**src/rtl/sfb_pkg.sv**
```systemverilog
package sfb_pkg;

  localparam int unsigned COL_W       = 13;
  localparam int unsigned PIX_W       = 8;
  localparam int unsigned NUM_CH      = 3;
  localparam int unsigned CFG_IDX_W   = 1;
  localparam int unsigned CFG_DATA_W  = 13;

  localparam logic [COL_W-1:0] MAX_COLUMNS = COL_W'(4096);
  localparam logic [PIX_W-1:0] DARK_LEVEL  = PIX_W'(10);

  // Blend numerator: base*(W-k) + over*k stays below 256*W <= 2^20.
  localparam int unsigned NUM_W      = PIX_W + COL_W;
  localparam int unsigned QUO_W      = PIX_W;
  localparam int unsigned QBITS      = 2;
  localparam int unsigned DIV_STAGES = QUO_W / QBITS;

  localparam logic [CFG_IDX_W-1:0] REG_OVERLAP_START = CFG_IDX_W'(0);
  localparam logic [CFG_IDX_W-1:0] REG_IMAGE_WIDTH   = CFG_IDX_W'(1);

  typedef logic [PIX_W-1:0] pix_t;
  typedef pix_t [NUM_CH-1:0] rgb_t;
  typedef logic [NUM_W-1:0] num_t;
  typedef num_t [NUM_CH-1:0] num_vec_t;

  typedef enum logic [1:0] {
    SEL_BASE,
    SEL_OVER,
    SEL_BLEND
  } sel_t;

  // After column classification.
  typedef struct packed {
    sel_t             sel;
    logic [COL_W-1:0] span;
    logic [COL_W-1:0] k;
    logic [COL_W-1:0] rk;
    rgb_t             base;
    rgb_t             over;
  } cls_t;

  // After the weight multiplies.
  typedef struct packed {
    sel_t             sel;
    logic [COL_W-1:0] span;
    rgb_t             base;
    rgb_t             over;
    num_vec_t         num;
  } prod_t;

  // One step of the restoring divider.
  typedef struct packed {
    sel_t             sel;
    logic [COL_W-1:0] span;
    rgb_t             base;
    rgb_t             over;
    num_vec_t         rem;
    rgb_t             quo;
  } div_t;

endpackage

```
**src/rtl/sfb_prep.sv**
```systemverilog
module sfb_prep (
  input  logic                      clk,
  input  logic                      rst_n,
  input  logic                      up_valid,
  output logic                      up_ready,
  input  logic [sfb_pkg::COL_W-1:0] column,
  input  sfb_pkg::rgb_t             base,
  input  sfb_pkg::rgb_t             over,
  input  logic [sfb_pkg::COL_W-1:0] ov_start,
  input  logic [sfb_pkg::COL_W-1:0] img_width,
  input  logic                      dn_ready,
  output logic                      dn_valid,
  output sfb_pkg::prod_t            dn_data
);
  import sfb_pkg::*;

  cls_t             cls_nxt;
  cls_t             cls_r;
  logic             cls_vld_r;
  prod_t            prod_nxt;
  prod_t            prod_r;
  logic             prod_vld_r;
  logic             cls_rdy;
  logic             prod_rdy;
  logic [COL_W-1:0] s_eff;
  logic             dark;

  assign prod_rdy = !prod_vld_r || dn_ready;
  assign cls_rdy  = !cls_vld_r || prod_rdy;
  assign up_ready = cls_rdy;
  assign dn_valid = prod_vld_r;
  assign dn_data  = prod_r;

  // Classify the column against the clamped overlap window.
  always_comb begin
    s_eff = (ov_start > img_width) ? img_width : ov_start;
    dark  = 1'b1;
    for (int c = 0; c < NUM_CH; c++) begin
      if (over[c] > DARK_LEVEL) begin
        dark = 1'b0;
      end
    end
    cls_nxt.base = base;
    cls_nxt.over = over;
    cls_nxt.span = img_width - s_eff;
    cls_nxt.k    = column - s_eff;
    cls_nxt.rk   = img_width - column;
    priority if (column < s_eff) begin
      cls_nxt.sel = SEL_BASE;
    end else if (column >= img_width) begin
      cls_nxt.sel = SEL_OVER;
    end else if (dark) begin
      cls_nxt.sel = SEL_BASE;
    end else begin
      cls_nxt.sel = SEL_BLEND;
    end
  end

  always_comb begin
    prod_nxt.sel  = cls_r.sel;
    prod_nxt.span = cls_r.span;
    prod_nxt.base = cls_r.base;
    prod_nxt.over = cls_r.over;
    for (int c = 0; c < NUM_CH; c++) begin
      prod_nxt.num[c] = NUM_W'(cls_r.base[c]) * NUM_W'(cls_r.rk)
                      + NUM_W'(cls_r.over[c]) * NUM_W'(cls_r.k);
    end
  end

  always_ff @(posedge clk) begin
    if (!rst_n) begin
      cls_vld_r  <= 1'b0;
      prod_vld_r <= 1'b0;
    end else begin
      if (cls_rdy) begin
        cls_vld_r <= up_valid;
      end
      if (prod_rdy) begin
        prod_vld_r <= cls_vld_r;
      end
    end
  end

  always_ff @(posedge clk) begin
    if (cls_rdy) begin
      cls_r <= cls_nxt;
    end
    if (prod_rdy) begin
      prod_r <= prod_nxt;
    end
  end

endmodule

```
**src/rtl/sfb_div.sv**
```systemverilog
module sfb_div (
  input  logic           clk,
  input  logic           rst_n,
  input  logic           up_valid,
  output logic           up_ready,
  input  sfb_pkg::prod_t up_data,
  input  logic           dn_ready,
  output logic           dn_valid,
  output sfb_pkg::div_t  dn_data
);
  import sfb_pkg::*;

  div_t                  src_d   [DIV_STAGES];
  div_t                  stg_nxt [DIV_STAGES];
  div_t                  stg_r   [DIV_STAGES];
  logic [DIV_STAGES-1:0] src_vld;
  logic [DIV_STAGES-1:0] vld_r;
  logic [DIV_STAGES:0]   rdy;

  // A stage takes a new word when it is empty or its successor moves on.
  always_comb begin
    rdy[DIV_STAGES] = dn_ready;
    for (int g = DIV_STAGES - 1; g >= 0; g--) begin
      rdy[g] = !vld_r[g] || rdy[g+1];
    end
  end

  assign up_ready = rdy[0];
  assign dn_valid = vld_r[DIV_STAGES-1];
  assign dn_data  = stg_r[DIV_STAGES-1];

  for (genvar g = 0; g < DIV_STAGES; g++) begin : g_stage
    localparam int unsigned TOP_BIT = QUO_W - 1 - QBITS * g;

    if (g == 0) begin : g_head
      always_comb begin
        src_d[g].sel  = up_data.sel;
        src_d[g].span = up_data.span;
        src_d[g].base = up_data.base;
        src_d[g].over = up_data.over;
        src_d[g].rem  = up_data.num;
        src_d[g].quo  = '0;
        src_vld[g]    = up_valid;
      end
    end else begin : g_body
      always_comb begin
        src_d[g]   = stg_r[g-1];
        src_vld[g] = vld_r[g-1];
      end
    end

    // Two quotient bits per stage, most significant first.
    always_comb begin
      num_t trial;
      stg_nxt[g] = src_d[g];
      for (int c = 0; c < NUM_CH; c++) begin
        for (int j = 0; j < QBITS; j++) begin
          trial = NUM_W'(stg_nxt[g].span) << (TOP_BIT - j);
          if (stg_nxt[g].rem[c] >= trial) begin
            stg_nxt[g].rem[c]                = stg_nxt[g].rem[c] - trial;
            stg_nxt[g].quo[c][TOP_BIT - j]   = 1'b1;
          end
        end
      end
    end

    always_ff @(posedge clk) begin
      if (!rst_n) begin
        vld_r[g] <= 1'b0;
      end else if (rdy[g]) begin
        vld_r[g] <= src_vld[g];
      end
    end

    always_ff @(posedge clk) begin
      if (rdy[g]) begin
        stg_r[g] <= stg_nxt[g];
      end
    end
  end

endmodule

```
**src/rtl/seam_feather_blend_unit.sv**
```systemverilog
// Seam feather blend: one pixel word per clock in, one pixel word out, while no
// stall holds the flow. Registers: classify, weight multiply, four divider stages
// of two quotient bits each, output register. Columns left of the overlap start
// S pass the base pixel, columns at or past the image width W pass the overlay
// pixel, and columns c in between get floor((base*(W-c)+over*(c-S))/(W-S)) per
// channel unless the overlay is dark, in which case the base pixel is kept. The
// image width saturates at 4096 and S is clamped to W. Configuration writes take
// effect for the next accepted word and must be made while no word is in flight.
module seam_feather_blend_unit (
  input  logic                           clk,
  input  logic                           rst_n,
  input  logic                           cfg_we,
  input  logic [sfb_pkg::CFG_IDX_W-1:0]  cfg_index,
  input  logic [sfb_pkg::CFG_DATA_W-1:0] cfg_wdata,
  input  logic                           in_valid,
  output logic                           in_stall,
  input  logic [sfb_pkg::COL_W-1:0]      in_column,
  input  logic [sfb_pkg::PIX_W-1:0]      in_base_c0,
  input  logic [sfb_pkg::PIX_W-1:0]      in_base_c1,
  input  logic [sfb_pkg::PIX_W-1:0]      in_base_c2,
  input  logic [sfb_pkg::PIX_W-1:0]      in_over_c0,
  input  logic [sfb_pkg::PIX_W-1:0]      in_over_c1,
  input  logic [sfb_pkg::PIX_W-1:0]      in_over_c2,
  output logic                           out_valid,
  input  logic                           out_stall,
  output logic [sfb_pkg::PIX_W-1:0]      out_c0,
  output logic [sfb_pkg::PIX_W-1:0]      out_c1,
  output logic [sfb_pkg::PIX_W-1:0]      out_c2
);
  import sfb_pkg::*;

  logic [COL_W-1:0] start_r;
  logic [COL_W-1:0] width_r;
  rgb_t             in_base;
  rgb_t             in_over;
  logic             prep_ready;
  logic             prep_valid;
  prod_t            prep_data;
  logic             div_ready;
  logic             div_valid;
  div_t             div_data;
  logic             out_rdy;
  logic             out_valid_r;
  rgb_t             out_pix_nxt;
  rgb_t             out_pix_r;

  always_ff @(posedge clk) begin
    if (!rst_n) begin
      start_r <= '0;
      width_r <= MAX_COLUMNS;
    end else if (cfg_we) begin
      unique case (cfg_index)
        REG_OVERLAP_START: start_r <= cfg_wdata;
        REG_IMAGE_WIDTH:   width_r <= (cfg_wdata > MAX_COLUMNS) ? MAX_COLUMNS : cfg_wdata;
      endcase
    end
  end

  assign in_base  = {in_base_c2, in_base_c1, in_base_c0};
  assign in_over  = {in_over_c2, in_over_c1, in_over_c0};
  assign in_stall = !prep_ready;

  sfb_prep u_prep (
    .clk       (clk),
    .rst_n     (rst_n),
    .up_valid  (in_valid),
    .up_ready  (prep_ready),
    .column    (in_column),
    .base      (in_base),
    .over      (in_over),
    .ov_start  (start_r),
    .img_width (width_r),
    .dn_ready  (div_ready),
    .dn_valid  (prep_valid),
    .dn_data   (prep_data)
  );

  sfb_div u_div (
    .clk      (clk),
    .rst_n    (rst_n),
    .up_valid (prep_valid),
    .up_ready (div_ready),
    .up_data  (prep_data),
    .dn_ready (out_rdy),
    .dn_valid (div_valid),
    .dn_data  (div_data)
  );

  assign out_rdy = !out_valid_r || !out_stall;

  always_comb begin
    unique case (div_data.sel)
      SEL_OVER:  out_pix_nxt = div_data.over;
      SEL_BLEND: out_pix_nxt = div_data.quo;
      default:   out_pix_nxt = div_data.base;
    endcase
  end

  always_ff @(posedge clk) begin
    if (!rst_n) begin
      out_valid_r <= 1'b0;
    end else if (out_rdy) begin
      out_valid_r <= div_valid;
    end
  end

  always_ff @(posedge clk) begin
    if (out_rdy) begin
      out_pix_r <= out_pix_nxt;
    end
  end

  assign out_valid = out_valid_r;
  assign out_c0    = out_pix_r[0];
  assign out_c1    = out_pix_r[1];
  assign out_c2    = out_pix_r[2];

endmodule
```
**config.mk**
```make
export PLATFORM = sky130hd
export DESIGN_NAME = seam_feather_blend_unit
export DESIGN_NICKNAME = d
export VERILOG_FILES = /design/src/rtl/sfb_pkg.sv /design/src/rtl/sfb_prep.sv /design/src/rtl/sfb_div.sv /design/src/rtl/seam_feather_blend_unit.sv
export SDC_FILE = /design/constraint.sdc
export NUM_CORES = 2
export LEC_CHECK = 0
export ABC_AREA = 1
export BUFFER_PORTS_ARGS = -buffer_cell sky130_fd_sc_hd__buf_2
export CAP_MARGIN = 20
export CORE_MARGIN = 2
export CORE_UTILIZATION = 47
export DETAILED_ROUTE_END_ITERATION = 12
export GPL_ROUTABILITY_DRIVEN = 0
export PLACE_DENSITY = 0.72
export RECOVER_POWER = 25
export SLEW_MARGIN = 20
export SYNTH_ARGS = -nofsm -noshare
export SYNTH_HDL_FRONTEND = slang
export SYNTH_SLANG_ARGS = --single-unit
```
**constraint.sdc**
```tcl
create_clock -name clk -period 21.9 [get_ports clk]
set_input_delay 3.285 -clock clk [delete_from_list [all_inputs] [get_ports clk]]
set_output_delay 3.285 -clock clk [all_outputs]
set_load 0.02 [all_outputs]
```
==> results_dict.tcl <==
set metrics [dict create \
    die_h_um 381 \
    start_kind "primary input" \
    gr-total-overflow 0 \
    fp-row-count 138 \
    period_needed_ns 11.43 \
    die-area_sq_um 145000 \
    grt_max_degree 78 \
    nFillCells 12700 \
    synth_ff_type "edfxtp_1" \
    path_class "in -> out" \
    fin_setup_tns_ns 0 \
    reg2reg_depth 18 \
    route.detailed.drc 0 \
    finalCritPeriodShare 0.522 \
    cts_tree "yes" \
    cts_setup_buffers 0 \
    cp-end-kind "primary output" \
    synth_cell_types 55 \
    maxCapViolCount 0 \
    portBuffers 105 \
    cts_max_level 3 \
    numCtsBuffers 80 \
    wire_per_inst_um 16.9 \
    ff_latch_area_sq_um 22500 \
    postCtsHoldBufs 0 \
    grt_pass1_wl_um 267000 \
    crit_fanout 77 \
    drive_gt1_frac 0.0485 \
    die_w_um 381 \
    holdPathStages 0 \
    io_pins 106 \
    max_slew_margin 0.232 \
    syn_nets 8986 \
    fmax_mhz 87.5 \
    num_vias 51900 \
    multi_input_area_sq_um 38000 \
    clkLatencyLatePin_ns 0.68 \
    area_growth_pct 7.77 \
    worst_slew_pin_slew_ns 1.15 \
    viasPerCell 5.28 \
    layout_commonest_cell "nand2_1" \
    final_cell_mix "2117 x nand2_1, 1481 x inv_1, 727 x edfxtp_1" \
    hold_violations 0 \
    grt_use_total 0.229 \
    slew_violations 0 \
    hp-class "reg -> reg" \
    setup_viol 0 \
    ctsResizeCount 0 \
    ys_seq_elements 760 \
    async_flop_share 0 \
    detail-route-antenna-nets 0 \
    start_util 0.473 \
    core_area_sq_um 141000 \
    synth_area_sq_um 66900 \
    outcome "complete, no violations" \
    synth_cells 7815 \
    grt_pass1_vias 50700 \
    initialDrtViolationCount 4441 \
    num-nets-final 9042 \
    arrival_ns 8.15 \
    synth-edff-count 727 \
    grt_setup_unrepaired "no" \
    cts_max_path_buffers 3 \
    cts_sinks 760 \
    wl_um 166000 \
    yosysSeqAreaShare 0.336 \
    fin_skew_ns 0.0456 \
    synth_area_per_cell_sq_um 8.56 \
    first_pass_iters 6 \
    worst_ep_required_time_ns 18.62 \
    antenna_found_initial 4 \
    dp_hpwl_um 130000 \
    yosys_warnings 0 \
    clock-root-buffer "clkbuf_16" \
    cts.clk_slew.worst_paths_ns 0.06 \
]
## cell usage after synthesis (13+ instances only)
master / count / area [sq um]
a31oi_1: 20 / 125
ha_1: 569 / 7120
nor3_1: 51 / 255
nor2_1: 375 / 1410
nand2_2: 17 / 106
clkbuf_1: 133 / 499
xnor2_1: 141 / 1230
nand3_2: 17 / 170
o21bai_1: 33 / 248
nand2_1: 2117 / 7950
nand3_1: 315 / 1580
inv_1: 1487 / 5580
nand3b_1: 15 / 113
o21ai_1: 23 / 115
dfxtp_1: 33 / 661
o21ai_0: 287 / 1440
fa_1: 522 / 10500
nor4_1: 22 / 138
or2_2: 19 / 119
nand4_1: 69 / 432
nor2_2: 13 / 81.3
inv_2: 13 / 48.8
edfxtp_1: 727 / 21800
buf_2: 13 / 65.1
o211ai_1: 14 / 105
xor2_1: 173 / 1520
a211oi_1: 25 / 188
a21o_1: 23 / 173
a21oi_1: 435 / 2180
## registers in the layout, summed over array words and instances, names as in the netlist, 3 cells and up
signal	flops
u_prep.dn_data	126
u_prep.cls_r	89
u_div.stg_r	488
u_div.src_vld	3
width_r	13
out_c1	8
out_c0	8
out_c2	8
start_r	13
## worst paths after layout
| kind | from | endpoint | slack, ns |
|---|---|---|---|
| max | out_stall | in_stall | 10.47 |
| min | u_prep.cls_r[84] | u_prep.dn_data[121] | 0.40 |
| max reg2reg | u_prep.cls_r[26] | u_prep.dn_data[16] | 15.38 |
| min reg2reg | u_prep.cls_r[84] | u_prep.dn_data[121] | 0.40 |
## cells by family (layout without fill, tap and decap cells)
| logic type | after synthesis | in the layout | share of synthesized area |
|---|---|---|---|
| AOI/OAI and AO/OA | 907 | 907 | 0.0740 |
| xor gates and xnor gates | 314 | 314 | 0.0411 |
| adders and majority gates | 1091 | 1091 | 0.263 |
| buffers and inverters | 1673 | 1794 | 0.0960 |
| DFF | 760 | 760 | 0.336 |
| other | 0 | 1 | 0 |
| and+or+nand+nor | 3070 | 3070 | 0.190 |
## per-layer routing
metal,global-route usage,share of wire,up-vias
met4,0.100,0.049,2
met5,0,0.000042,-
li1,-,-,25000
met2,0.374,0.47,1816
met3,0.0246,0.060,364
met1,0.307,0.42,24700
## layout make-up
type,instances,area share
antenna,1,0.0000347
clock buffer,101,0.0297
clock inverter,46,0.00814
inverter,1504,0.0786
multi-input combinational,5382,0.527
sequential,760,0.312
tap,1890,0.0328
timing repair buffer,143,0.0116
## worst max-delay path, cell delays in order
cell and delay, ns:
buf_2 0.09, nand2_1 0.33, nor2_1 0.13, clkinv_2 0.06, buf_4 0.72, nor2_1 0.22, inv_6 0.54, nor2_1 0.20
inv_6 0.49, nor2_1 0.16, inv_4 0.51, nor2_1 0.16, inv_4 0.59, nor2_1 0.29, buf_2 0.24
## metrics by stage
stage                     cell area, sq um  hold slack, ns  setup WS, ns  instances   util
final                                72100           0.403         10.47       9827  0.510
after global routing                 72100           0.409          9.96       9826  0.510
after CTS                            72000           0.408          9.88       9824  0.509
after detailed placement             69300           0.405          9.88       9677  0.490
after global placement               69300           0.402          9.93       9676  0.490
after floorplan                      66900           0.400          1.39       7815      -
Power is left out: the tool's default activity adds up to more than one toggle a clock period on the data nets, which glitch-free logic cannot reach.
